[src/rtl/core/dwo_mul.sv]
// Shared signed 33 x 33 multiplier with a registered product.
// Depends on nothing beyond the clock.
`timescale 1ns / 1ps
module dwo_mul (
  input  logic               clk,
  input  logic signed [32:0] a,
  input  logic signed [32:0] b,
  output logic signed [65:0] p_r
);
  logic signed [65:0] p_nxt;

  assign p_nxt = 66'(a) * 66'(b);

  always_ff @(posedge clk) begin
    p_r <= p_nxt;
  end
endmodule

[config.mk]
export PLATFORM = sky130hd
export DESIGN_NAME = dwo_mul
export DESIGN_NICKNAME = d
export VERILOG_FILES = /design/src/rtl/core/dwo_mul.sv
export SDC_FILE = /design/constraint.sdc
export NUM_CORES = 2
export LEC_CHECK = 0
export BUFFER_PORTS_ARGS = -buffer_cell sky130_fd_sc_hd__buf_2
export CORE_ASPECT_RATIO = 0.8
export CORE_MARGIN = 3
export CORE_UTILIZATION = 40
export CTS_BUF_LIST = sky130_fd_sc_hd__clkbuf_8
export CTS_CLUSTER_DIAMETER = 120
export DETAILED_ROUTE_END_ITERATION = 7
export PLACE_DENSITY = 0.62
export SLEW_MARGIN = 20
export SYNTH_ARGS = -nofsm -noshare
export SYNTH_HDL_FRONTEND = slang
export SYNTH_SLANG_ARGS = --single-unit
export TNS_END_PERCENT = 10
[constraint.sdc]
create_clock -name clk -period 17.05 [get_ports clk]
set_input_delay 0.8525 -clock clk [delete_from_list [all_inputs] [get_ports clk]]
set_output_delay 0.8525 -clock clk [all_outputs]
set_load 0.03 [all_outputs]
Word-level counts from Yosys, hierarchy flattened
Cells that the tools add are included.
Cells by class
  multipliers: 1
Operators with widths (number)
  multiplier 33 x 33 -> 66 bit: 1
Word-level totals
  flip-flop bits (word level): 66
  word-level logic and storage cells: 2
  output and inout bits: 66
  input bits: 67

Depth between registers and ports, before layout
  word-level depth: 1
  gate-level depth with buffers: 29

Worst setup path after synthesis
No wires, ideal clock.
  kind: in2reg
  start point: input port a[32]
  end point: register p_r[65]
  stages on the path: 22
  library setup time: 0.072 ns
  data required time: 16.978 ns
  setup slack: 8.977 ns
  arrival: 8.001 ns
  cell sequence: clkbuf_1 > nand2_1 > inv_1 > fa_1 > fa_1 > fa_1 > fa_1 > fa_1 > fa_1 > fa_1 > inv_1 > fa_1 > inv_1 > ha_1 > clkbuf_1 > a21o_1 > a21o_1 > a221o_1 > a31oi_2 > o211ai_1 > o41ai_2 > xnor2_1
On the way
  longest elaborated chain between the ends: 1
RTL lines
  from (decl): RTL line 6  | input logic signed [32:0] a,
  multiplier 33 x 33 -> 66 bit: RTL line 12  | assign p_nxt = 66'(a) * 66'(b);
  named net p_nxt[65]: RTL line 10  | logic signed [65:0] p_nxt;
  to (signal assigned): RTL line 15  | p_r <= p_nxt;
  to (decl): RTL line 8  | output logic signed [65:0] p_r
The timed path passes the listed nets, and every way through them passes these cells.

Final worst setup path
  start point: input port a[17]
  end point: register p_r[63]
Same word-level chain as after synthesis.

==> flow_summary_export.csv <==
group,metric,value,unit
clock_tree,cts_htree_levels,3,
global_route,track_usage,0.233,
final_layout,nFillCells,9671,
logic_synthesis,synth_area_leaders,"fa_1, inv_1, and2_1",
worst_setup_path,end_kind,"flip-flop",
floorplanning,num_io_pins,133,
clock_tree,root_buffer,"clkbuf_8",
logic_synthesis,yosys.area.top_type_share,0.568,
floorplanning,start_util,0.406,
logic_synthesis,synth_ff_type,"dfxtp_1",
sta,min_period,8.54,ns
logic_synthesis,syn_area_per_cell,9.38,µm²
logic_synthesis,async_flop_share,0,
final_layout,ff_latch_area,0.00132,mm²
final_layout,top_regs,"p_r x66",
route,drtPass1Iterations,7,
logic_synthesis,ys_ff_latch,66,
sta,hold_viol,0,
route,drt-total-wl,115000,µm
placed_design,dp_hpwl,93900,µm
floorplanning,die_area,0.105,mm²
logic_synthesis,seq_area_frac_synth,0.0327,
logic_synthesis,synth_cells,4302,
sta,post-route-period-util,0.501,
route,drt-vias-per-instance,5.02,
global_route,grt_pass1_wl,188000,µm
route,vias,27900,
route,drc,0,
sta,finalMaxSlewViolations,0,
clock_tree,cts_buffers,9,
clock_tree,cts_tree,"built",
worst_setup_path,required,17.33,ns
clock_tree,clock_sinks,66,
flow_run,maxCapViolCount,0,
sta,max_freq,117,MHz
logic_synthesis,yosysWarningCount,0,
logic_synthesis,synth_cell_type_count,61,
sta,setup_viol,0,
final_layout,nNetsFinal,5672,
sta,finalSetupTns,0,ns
worst_setup_path,crit_type,"in2reg",
global_route,grt-ovfl-total,0,
global_route,grt_pass1_vias,30400,
global_route,grt_max_degree,34,
route,drtAntennaViolNets,0,
global_route,antenna_found_initial,14,
logic_synthesis,synth_area,0.0404,mm²
sta,max_slew_margin,0.343,
logic_synthesis,synth_most_common_cell,"fa_1",
worst_setup_path,worstPathMaxFanout,33,
placed_design,dp.cells,5544,
clock_tree,cts.clk_slew.worst_paths,0.09,ns
route,drt_iter0_markers,1998,
clock_tree,post_cts_buffers,0,
run_status,status,"completed",
worst_setup_path,arrival,8.82,ns
floorplanning,die_h,290,µm
final_layout,largest_reg_flops,66,
hold_path,hp-class,"in2reg",
floorplanning,core-area,0.0994,mm²
sta,timing.hold.ws,1.01,ns
final_layout,largest-register,"p_r",
logic_synthesis,syn_nets,5731,
final_layout,layout.cells.non_filler,5562,
final_layout,area_growth,4.45,%
clock_tree,cts_hold_buffers,0,
worst_setup_path,cp-start-kind,"input pin",
sta,tightest_slew,0.985,ns
floorplanning,row_count,103,
logic_synthesis,synth-edff-count,0,
floorplanning,dieWidth,361,µm
clock_tree,cts_resized,0,
clock_tree,clockBufferDepth,2,
placed_design,gp_congestion,0.940,
logic_synthesis,synthTopCellsByCount,"fa_1, inv_1, and2_1",
sta,rsz0062_at_grt,"false",
placed_design,io_buffers,132,
final_layout,final_layout_size_suffix_gt1_frac,0.0452,
route,wl_per_cell,20.7,µm
logic_synthesis,yosys.area.top_type,"fa_1",
final_layout,multi_input_area,0.0340,mm²
==> cell usage in the layout (no fill, tap or decap), types with 5 or more instances in the layout <==
cell,n
buf_2,132
inv_1,1132
a31oi_1,9
o21a_1,7
fa_1,1143
and2_1,562
o211ai_1,7
buf_4,19
and3_1,7
o21ai_1,5
and4_1,7
nand2b_1,9
a21o_1,28
clkbuf_8,10
o21ai_0,37
dfxtp_1,66
xnor2_1,55
nand3_1,18
o21bai_1,8
a211oi_1,5
nor4_1,5
nand2_1,543
nand4_1,9
nor3_1,7
nor2_1,47
xor2_1,20
ha_1,217
a21oi_1,73
==> per-stage QoR <==
step / worst slack [ns] / area [µm²] / util
after floorplan: 8.98 / 40400 / -
after global placement: 8.03 / 42000 / 0.422
after detailed placement: 7.96 / 42000 / 0.422
after CTS: 8.34 / 42200 / 0.424
after global routing: 8.07 / 42200 / 0.424
final: 8.51 / 42200 / 0.424
==> final cells by class <==
| cell class | instances | area share |
|---|---|---|
| multi-input combinational | 2882 | 0.805 |
| inverter | 1133 | 0.101 |
| tap | 1312 | 0.0389 |
| sequential | 66 | 0.0313 |
| timing repair buffer | 151 | 0.0191 |
| clock buffer | 10 | 0.00326 |
| clock inverter | 6 | 0.000979 |
| antenna | 2 | 0.000119 |
==> critical path, stage by stage <==
cell	delay (ns)
buf_2	0.66
nand2_1	0.20
fa_1	0.56
fa_1	0.51
inv_1	0.05
fa_1	0.47
inv_1	0.05
fa_1	0.51
fa_1	0.52
inv_1	0.05
fa_1	0.53
fa_1	0.51
inv_1	0.06
fa_1	0.55
inv_1	0.07
ha_1	0.40
and4_1	0.26
and2_1	0.19
and4_1	0.22
a211oi_2	0.11
o31ai_2	0.61
a31oi_2	0.30
o211ai_1	0.33
nor2_1	0.09
xnor2_1	0.14
==> per-layer routing <==
layer / global-route usage / share of wire / up-vias
met2: 0.301 / 0.38 / 1207
met4: 0.0326 / 0.013 / 24
met3: 0.0907 / 0.13 / 101
li1: - / - / 12100
met1: 0.369 / 0.48 / 14600
met5: 0.0128 / 0.0027 / -
==> cells by family after synthesis <==
kind of cell / Yosys count / synth area share
and+or+nand+nor: 1228 / 0.154
AOI/OAI and AO/OA: 217 / 0.0360
adders and majority gates: 1362 / 0.635
DFF: 66 / 0.0327
xor gates and xnor gates: 75 / 0.0163
buffers and inverters: 1354 / 0.126
==> path summary, 6_finish.rpt <==
| kind | from | slack (ns) | cells after the start | to |
|---|---|---|---|---|
| worst max-delay path | a[17] | 8.51 | 25 | p_r[63]$_DFF_P_ |
| worst min-delay path | b[0] | 1.01 | 3 | p_r[0]$_DFF_P_ |
Power is left out: the tool's default activity adds up to more than one toggle a clock period on the data nets, which glitch-free logic cannot reach.
