<file path="src/rtl/core/dwo_pkg.sv">
// Shared constants, types and the arctangent table of the dead-wheel odometry block.
// Used by the sequencer, the CORDIC unit and the testbench.
`timescale 1ns / 1ps
package dwo_pkg;

  localparam int ANGLE_BITS   = 16;
  localparam int ATAN_LEN     = 24;
  localparam int CORDIC_ITERS = (ANGLE_BITS < ATAN_LEN) ? ANGLE_BITS : ATAN_LEN;
  localparam int CNT_W        = $clog2(CORDIC_ITERS);

  localparam logic signed [32:0] TWO_PI_Q28   = 33'sd1686629713;
  localparam logic signed [33:0] CORDIC_K_Q30 = 34'sd652032874;

  localparam logic [1:0] CFG_X_SCALE = 2'd0;
  localparam logic [1:0] CFG_Y_SCALE = 2'd1;
  localparam logic [1:0] CFG_X_LEVER = 2'd2;
  localparam logic [1:0] CFG_Y_LEVER = 2'd3;

  typedef struct packed {
    logic              done;
    logic signed [33:0] cos_v;
    logic signed [33:0] sin_v;
  } cordic_res_t;

  function automatic logic [31:0] atan_of(input logic [4:0] idx);
    logic [31:0] r;
    unique case (idx)
      5'd0:  r = 32'd536870912;
      5'd1:  r = 32'd316933406;
      5'd2:  r = 32'd167458907;
      5'd3:  r = 32'd85004756;
      5'd4:  r = 32'd42667331;
      5'd5:  r = 32'd21354465;
      5'd6:  r = 32'd10679838;
      5'd7:  r = 32'd5340245;
      5'd8:  r = 32'd2670163;
      5'd9:  r = 32'd1335087;
      5'd10: r = 32'd667544;
      5'd11: r = 32'd333772;
      5'd12: r = 32'd166886;
      5'd13: r = 32'd83443;
      5'd14: r = 32'd41722;
      5'd15: r = 32'd20861;
      5'd16: r = 32'd10430;
      5'd17: r = 32'd5215;
      5'd18: r = 32'd2608;
      5'd19: r = 32'd1304;
      5'd20: r = 32'd652;
      5'd21: r = 32'd326;
      5'd22: r = 32'd163;
      5'd23: r = 32'd81;
      default: r = 32'd0;
    endcase
    return r;
  endfunction

endpackage

</file>
<file path="src/rtl/core/dwo_cordic.sv">
// Iterative CORDIC sine and cosine, one rotation per cycle.
// Depends on dwo_pkg for the iteration count, gain and arctangent table.
`timescale 1ns / 1ps
module dwo_cordic (
  input  logic               clk,
  input  logic               rst_n,
  input  logic               start,
  input  logic [31:0]        turn,
  output dwo_pkg::cordic_res_t res
);
  localparam logic [dwo_pkg::CNT_W-1:0] LAST = dwo_pkg::CNT_W'(dwo_pkg::CORDIC_ITERS - 1);
  localparam logic signed [32:0] QUARTER = 33'sd1073741824;
  localparam logic signed [32:0] HALF    = 33'sd2147483648;

  logic signed [33:0] x_r, y_r, xs, ys;
  logic signed [32:0] z_r, zs, z0, at;
  logic [dwo_pkg::CNT_W-1:0] i_r;
  logic busy_r, done_r, flip_r, flip0;

  assign zs = signed'({turn[31], turn});

  always_comb begin
    z0    = zs;
    flip0 = 1'b0;
    if (zs > QUARTER) begin
      z0    = zs - HALF;
      flip0 = 1'b1;
    end else if (zs < -QUARTER) begin
      z0    = zs + HALF;
      flip0 = 1'b1;
    end
  end

  assign xs = x_r >>> i_r;
  assign ys = y_r >>> i_r;
  assign at = signed'({1'b0, dwo_pkg::atan_of(5'(i_r))});

  always_ff @(posedge clk) begin
    if (!rst_n) begin
      busy_r <= 1'b0;
      done_r <= 1'b0;
    end else if (start) begin
      busy_r <= 1'b1;
      done_r <= 1'b0;
      x_r    <= dwo_pkg::CORDIC_K_Q30;
      y_r    <= '0;
      z_r    <= z0;
      flip_r <= flip0;
      i_r    <= '0;
    end else if (busy_r) begin
      if (z_r >= 0) begin
        x_r <= x_r - ys;
        y_r <= y_r + xs;
        z_r <= z_r - at;
      end else begin
        x_r <= x_r + ys;
        y_r <= y_r - xs;
        z_r <= z_r + at;
      end
      if (i_r == LAST) begin
        busy_r <= 1'b0;
        done_r <= 1'b1;
      end else begin
        i_r <= i_r + 1'b1;
      end
    end
  end

  assign res.done  = done_r;
  assign res.cos_v = flip_r ? -x_r : x_r;
  assign res.sin_v = flip_r ? -y_r : y_r;
endmodule

</file>
<file path="config.mk">
export PLATFORM = sky130hd
export DESIGN_NAME = dwo_cordic
export DESIGN_NICKNAME = d
export VERILOG_FILES = /design/src/rtl/core/dwo_pkg.sv /design/src/rtl/core/dwo_cordic.sv
export SDC_FILE = /design/constraint.sdc
export NUM_CORES = 1
export LEC_CHECK = 0
export ABC_AREA = 1
export BUFFER_PORTS_ARGS = -buffer_cell sky130_fd_sc_hd__buf_4
export CELL_PAD_IN_SITES_DETAIL_PLACEMENT = 1
export CELL_PAD_IN_SITES_GLOBAL_PLACEMENT = 2
export CORE_UTILIZATION = 30
export CTS_CLUSTER_SIZE = 16
export DETAILED_ROUTE_END_ITERATION = 10
export PLACE_DENSITY_LB_ADDON = 0.25
export SKIP_CTS_REPAIR_TIMING = 1
export SYNTH_ARGS = -nofsm -noshare
export SYNTH_HDL_FRONTEND = slang
export SYNTH_SLANG_ARGS = --single-unit
</file>
<file path="constraint.sdc">
create_clock -name clk -period 11.26 [get_ports clk]
set_clock_uncertainty 0.2 [all_clocks]
set_input_delay 0 -clock clk [delete_from_list [all_inputs] [get_ports clk]]
set_output_delay 0 -clock clk [all_outputs]
set_load 0.05 [all_outputs]
</file>
[Yosys cells after proc, flatten, opt, wreduce, memory -nomap -nowiden]
Memory sizes are Yosys's and may differ from the RTL's. A register that Yosys moved wholly into a read port is not among the register bits.
Index checks and enable logic that the tools add are counted.
Storage, ports and cells
  register bits after elaboration: 108
  bits in read-only memories: 480
  input bits: 35
  output and inout bits: 69
  memories kept: 1
Operators by class
  add/subtract/negate cells: 11
  order comparisons: 3
  eq/ne operators: 2
  shifts and indexed selects: 2
  multiplexer cells: 19
  bitwise operators: 1
  reduce and logical (&&, ||, !) cells: 6
Memories
  (no name shown): depth 16, width 30, rd ports 1, clocked after Yosys merged registers in 1, wr ports 0, line dwo_pkg.sv:27  | unique case (idx)
Operators with widths (number)
  $mux 34: 6
  $mux 33: 5
  $add 34x34->34: 2
  $neg 34->34: 2
  $sshr 34x4->34: 2
  $sub 34x34->34: 2
  $add 32x33->33 const B: 1
  $add 33x33->33: 1
  $ge 33x1->1 const B: 1
  $sub 32x33->33 const B: 1
  $sub 33x33->33: 1
  $gt 32x32->1 const B: 1
  $lt 32x31->1 const B: 1
  $mux 4: 4
  $reduce_and 2->1: 3
  $add 4x1->4 const B: 1
  $eq 4x4->1 const B: 1
  $mux 1: 4
  $reduce_and 3->1: 1
  $ne 2x2->1 const B: 1
  $reduce_bool 2->1: 1
  $reduce_or 2->1: 1
  $not 1->1: 1

[Depth between registers and ports, before layout]
Gate-level depths: netlist of run 1.
  depth in word-level cells: 5
  gate-level depth with buffers: 31
  mapped depth without buffers: 28

[Worst setup path before layout of run 1]
Ideal clock, no wire load.
  kind: register to register
  from: reg i_r[0] (netlist name)
  to: reg x_r[25], data pin
  arrival: 3708 ps
  data required time: 10798 ps
  path slack: 7089 ps
  cell stages (with the launch flop): 26
  path buffers: 3
  period minus slack after synthesis: 4171 ps
  cells stage by stage: edfxtp_1 -> buf_4 -> inv_2 -> buf_6 -> buf_6 -> nand2_2 -> nand3_1 -> nand3_1 -> nand3_1 -> nand2_1 -> ha_1 -> inv_1 -> nor2_2 -> nand2_1 -> o21ai_0 -> xnor2_1 -> ha_1 -> a21oi_1 -> a21boi_0 -> o21ai_0 -> nand2_1 -> nand2_1 -> a21oi_1 -> o21ai_0 -> xor2_1 -> or2_2
Between the ends
  cells in the longest elaborated chain, start to end: 4
  elaborated cells between the ends (all ways): 5
  those cells by class: add/sub: 2; shift: 1; mux: 2
RTL lines
  from (decl): line dwo_cordic.sv:17  | logic [dwo_pkg::CNT_W-1:0] i_r;
  from (signal assigned): line dwo_cordic.sv:64  | i_r <= i_r + 1'b1;
  $sshr 34x4->34 (*): line dwo_cordic.sv:35  | assign ys = y_r >>> i_r;
  $add 34x34->34 or $sub 34x34->34 (tied branches): line dwo_cordic.sv:56, dwo_cordic.sv:52
  $mux 34 (*): line dwo_cordic.sv:51  | if (z_r >= 0) begin
  $mux 34 (*): line dwo_cordic.sv:50  | end else if (busy_r) begin
  to (signal assigned): line dwo_cordic.sv:45  | x_r <= dwo_pkg::CORDIC_K_Q30;
  to (signal assigned): line dwo_cordic.sv:52  | x_r <= x_r - ys;
  to (signal assigned): line dwo_cordic.sv:56  | x_r <= x_r + ys;
  to (decl): line dwo_cordic.sv:15  | logic signed [33:0] x_r, y_r, xs, ys;
Every way passes the cells marked *; elsewhere a longest branch is shown, timed or not. The select of a mux whose other input is x is not followed.
A chain may end at the register's enable or synchronous reset.

[Final worst setup path of run 1]
  from: reg i_r[2] (netlist name)
  to: reg x_r[25], data pin
The elaborated chain is that of the path after synthesis.

==> results of run 1 <==
## synth_stat cells, drive strengths merged
library cell / n / area share [%]
xnor2: 56 / 2.7
a21boi: 4 / 0.17
dfxtp: 32 / 3.5
o21a: 12 / 0.50
o211ai: 8 / 0.33
nor4: 19 / 0.66
nand2: 721 / 15
o221ai: 2 / 0.097
buf: 55 / 1.7
o2111ai: 3 / 0.14
o22ai: 2 / 0.069
o21ai: 207 / 6.0
a221oi: 7 / 0.34
inv: 295 / 6.1
a31oi: 17 / 0.59
fa: 3 / 0.33
nand4: 35 / 1.2
a21oi: 211 / 5.8
nand3b: 7 / 0.29
nor3b: 1 / 0.041
and2: 1 / 0.035
nor3: 40 / 1.3
clkbuf: 46 / 0.95
edfxtp: 106 / 18
or2: 32 / 1.1
a21o: 11 / 0.46
ha: 111 / 7.7
xor2: 102 / 4.9
a22oi: 2 / 0.083
o311ai: 6 / 0.29
o21ba: 1 / 0.055
a211oi: 4 / 0.17
nand3: 413 / 12
nor2: 330 / 7.0
o31ai: 10 / 0.44
o41ai: 1 / 0.048
clkinv: 1 / 0.021
o21bai: 12 / 0.56
## through the flow
stage                     instances  hold WS, ps  util (%)  worst slack, ps
after floorplan                2926        -52.8         -             7090
after global placement         3717         92.4      32.9             5590
after detailed placement       3717         95.7      32.9             5470
after CTS                      3749         -432      33.9             5400
after global routing           3784          150      34.5             4890
final                          3784          155      34.5             5270
## where the power goes
part / leakage, uW / internal [uW] / switching, uW
clock: 0.000296 / 327 / 295
sequential: 0.00129 / 740 / 234
combinational: 0.00756 / 1110 / 2380
total: 0.00915 / 2170 / 2910
## logic make-up (layout without fill, tap and decap cells)
group	count (synthesis)	count (layout)	synth area share, %
AO/OA/AOI/OAI	520	520	16.1
buffers and inverters	397	482	8.79
flip-flops	138	138	21.1
AND/OR/NAND/NOR	1599	1599	38.4
XOR/XNOR	158	158	7.63
adder cells (fa/ha/maj)	114	114	7.99
## critical path, cell delays in order (launching register included)
cell and delay (ps):
edfxtp_1 330, buf_4 560, inv_2 480, buf_4 400, nand3_1 140, nand3_1 110
nand2_1 170, ha_1 180, inv_1 70, nor2_2 180, nand2_1 190, o21ai_0 240
xnor2_1 150, ha_1 300, a21oi_1 190, a21boi_0 250, o21ai_0 200, nand2_1 100
nand2_1 80, a21oi_1 370, o21ai_0 270, xor2_1 190, or2_2 290
## final cells by class
class                           instances  share of cell area (%)
Multi-Input combinational cell       2391                    62.2
Sequential cell                       138                    18.7
Timing Repair Buffer                  154                    6.07
Inverter                              296                    5.43
Tap cell                              773                    4.72
Clock buffer                           19                    2.22
Clock inverter                         13                   0.721
## worst max-delay path by stage
stage,end,cells after the start
after CTS,x_r[25],22
after global routing,y_r[21],23
final,x_r[25],22
after floorplan,x_r[25],25
after global placement,y_r[33],25
after detailed placement,x_r[25],22
## registers in the layout, indices dropped and copies added (netlist names)
name and cells:
at 30, busy_r 1, done_r 1, flip_r 1, i_r 4, x_r 34
y_r 34, z_r 33
## routing by layer
metal,share of wire [%],track usage [%]
met3,3.4,3.44
met2,49,43.5
met4,3.6,9.74
met1,44,31.1
met5,0,0
==> metrics.yaml, run 1 <==
power:
  p_per_area_nw_per_um2: 248
  p_leak_uw: 0.00915
  max-vdd-ir-drop_uv: 122
  power_uw: 5080
cells_and_area:
  nets: 3147
  final_cell_mix: "nand2_1, nand3_1, nor2_1"
  n_fill_cell: 7805
  drive_above_1_share_pct: 8.40
  layout_commonest_cell: "nand2_1"
  final_area_sq_um: 20500
  n_antenna_cell: 0
  multi_input_area_sq_um: 12700
  ff_latch_area_sq_um: 3820
  synthToLayoutAreaGrowth_pct: 12.9
synthesis:
  netlist_instances: 2926
  synth_area_sq_um: 18100
  seq_area_frac_synth_pct: 21.1
  yosys_warnings: 0
  synth_cell_types: 52
  synth.avg_cell_area_sq_um: 6.20
  synth_fp_nets: 3075
  ys_ff_latch: 138
worst_setup_path:
  crit_path_max_fanout: 64
  worstPathArrival_ps: 6050
  reg2reg_to: "x_r[25]"
  worstPathRequired_ps: 11320
  regToRegSetupSlack_ps: 5270
  crit_type: "flip-flop to flip-flop"
  startpoint_type: "flip-flop"
  startpoint: "i_r[2]"
  cp-end-kind: "flip-flop"
  reg2reg_from: "i_r[2]"
  ff2ff_path_depth: 22
sta:
  worst-slew-pin-transition_ps: 984
  max_freq_mhz: 167
  tns_ps: 0
  slew_headroom_pct: 34.4
  rsz0062_at_grt: "no"
  drv_slew: 0
  hold_viol_final: 0
  setup_viol: 0
  period_minus_slack_ps: 5990
  fin_crit_sh_pct: 53.2
grt:
  grt_max_degree: 80
  overflow: 0
  first_global_vias: 20500
  antenna_found_initial: 0
  grt_use_total_pct: 25.0
  grt_first_pass_wirelength_um: 118000
drt:
  wl_um: 76400
  vias: 20200
  antenna_left: 0
  route.detailed.wl_per_inst_um: 20.2
  drc: 0
  initialDrtViolationCount: 1220
  avgViaCountPerCell: 5.33
  firstDrtPassIters: 5
flow_run:
  maxCapViolCount: 0
clocking:
  insertion_delay_ps: 500
  clkTransAtPathRegs_ps: 90
  cts_tree: "done"
  cts_root_buffer: "clkbuf_16"
  cts_sinks: 138
  cts_max_path_buffers: 2
  cts-buffers-inserted: 17
  cts_max_level: 4
die:
  dieWidth_um: 248
  core_region_area_sq_um: 59400
  ios: 104
  die_y_um: 248
  rows: 89
  dieArea_sq_um: 61400
  initial_utilization_pct: 30.6
worst_hold_path:
  hold_path.class: "input pin to flip-flop"
  min_from: "turn[1]"
  whs_path_depth: 4
  whs_endpoint: "z_r[1]"
outcome:
  status: "completed"
place:
  io_buffers: 103
  hpwl_um: 61200
  gp_congestion: 0.890
  placed_area_sq_um: 19500
Power figures use the tool's default switching activity.
==> run 2: changes to the inputs <==
clock period = 5.8 ns   (was 11.26 ns; I/O delays follow)
==> run 2 against run 1 <==
Critical path depth increased by 2. Sequential power is 93% higher. Count of clock-buffer cells in the layout is 3 higher. Design area grew 0.37%. Power is 93% higher. Global-route usage shrank 0.19 points. Fmax increased by 12%. Largest cell class unchanged. Combinational power up 94%. Register-to-register slack got worse by 4800 ps. Core utilization increased by 0.13 points. Sequential share of layout area shrank 0.069 points. Highest routed layer unchanged.
==> metrics.yaml, run 2 (synthesis results as in run 1) <==
cells_and_area:
  layout_commonest_cell: "nand2_1"
  reg_top3: "x_r: 34 flops, y_r: 34 flops, z_r: 33 flops"
  final_cells: 3792
  synthToLayoutAreaGrowth_pct: 13.3
  n_fill_cell: 7766
  nets: 3153
  final_area_sq_um: 20600
  drive_above_1_share_pct: 8.58
  final_cell_mix: "nand2_1, nand3_1, nor2_1"
drt:
  vias: 20200
  avgViaCountPerCell: 5.34
  drc: 0
  firstDrtPassIters: 5
  initialDrtViolationCount: 996
  wl_um: 76000
  antenna_left: 0
  route.detailed.wl_per_inst_um: 20.1
grt:
  antenna_found_initial: 2
  grt_first_pass_wirelength_um: 117000
  first_global_vias: 20500
  grt_use_total_pct: 24.8
  grt_max_degree: 80
  overflow: 0
die:
  core_region_area_sq_um: 59400
  die_y_um: 248
  initial_utilization_pct: 30.6
  dieWidth_um: 248
  ios: 104
  rows: 89
  dieArea_sq_um: 61400
power:
  power_uw: 9800
  p_leak_uw: 0.00919
  max-vdd-ir-drop_uv: 233
  p_per_area_nw_per_um2: 477
place:
  hpwl_um: 61500
  placed_area_sq_um: 19600
  io_buffers: 103
  pre_cts_ws_ps: 538
  gp_congestion: 0.914
  placed_cells: 3724
flow_run:
  maxCapViolCount: 0
sta:
  tns_ps: 0
  slew_headroom_pct: 14.4
  period_minus_slack_ps: 5360
  setup_viol: 0
  drv_slew: 0
  max_freq_mhz: 186
  worst-slew-pin-transition_ps: 1280
  rsz0062_at_grt: "no"
  setup_ws_ps: 435
  fin_crit_sh_pct: 92.5
  hold_viol_final: 0
clocking:
  cts_max_level: 4
  clkTransAtPathRegs_ps: 70
  cts_root_buffer: "clkbuf_16"
  cts_tree: "done"
  insertion_delay_ps: 480
  cts_sinks: 138
  cts_max_path_buffers: 2
  cts-buffers-inserted: 17
worst_setup_path:
  cp-end-kind: "flip-flop"
  crit_path_max_fanout: 67
  worstPathRequired_ps: 5840
  crit_type: "flip-flop to flip-flop"
  startpoint_type: "flip-flop"
  worstPathArrival_ps: 5400
outcome:
  status: "completed"
worst_hold_path:
  hold_path.class: "input pin to flip-flop"
==> run 2: cell type report <==
type,count,area (sq um),share of cell area (%)
inverters,296,1110,5.41
multi-input cells,2391,12700,61.9
repair buffers,160,1340,6.50
flip-flops and latches,138,3820,18.6
clock inverters,10,72.6,0.353
diodes,2,5.00,0.0244
clock buffers,22,508,2.47
well taps,773,967,4.71
==> run 2: worst paths after layout <==
| path | cells after the start | to | from | slack (ps) |
|---|---|---|---|---|
| max reg2reg | 24 | y_r[33] | i_r[1] | 440 |
| min | 4 | z_r[1] | turn[1] | 170 |
| min reg2reg | 2 | done_r | done_r | 340 |
| max | 24 | y_r[33] | i_r[1] | 440 |
==> run 2: worst max-delay path, stage by stage, from the launching register on <==
cell	delay [ps]
edfxtp_1	360
buf_4	610
nand3_1	220
nand3_1	210
nand3_1	110
nand2_1	160
ha_1	290
nand2_1	90
nor2_1	140
inv_1	80
nor2_1	230
nand2_1	150
xnor2_1	160
a21oi_1	90
ha_1	400
nand2_1	120
inv_1	50
a21oi_1	240
o221ai_1	200
a21oi_1	260
nand2_1	80
a31oi_1	380
nand3_1	130
nand2_1	80
nor2_1	50
==> run 2: report_power, final <==
part | switching (uW) | internal [uW] | leakage, uW
Clock | 523 | 628 | 0.000292
Combinational | 4610 | 2160 | 0.00761
Sequential | 438 | 1440 | 0.00129
==> run 2: per-stage QoR <==
step / hold WS, ps / utilization [%]
floorplan: -52.8 / -
global placement: 85.6 / 33.1
detailed placement: 86.0 / 33.1
CTS: -436 / 34.0
global route: 151 / 34.6
finish: 166 / 34.6
==> run 2: routing by layer <==
layer	global-route usage [%]	vias to the layer above	routed length (um)
met3	3.11	81	2060
met1	30.9	9814	33900
met4	6.93	0	1930
met2	44.5	318	38200
met5	0	-	0
li1	-	10000	-
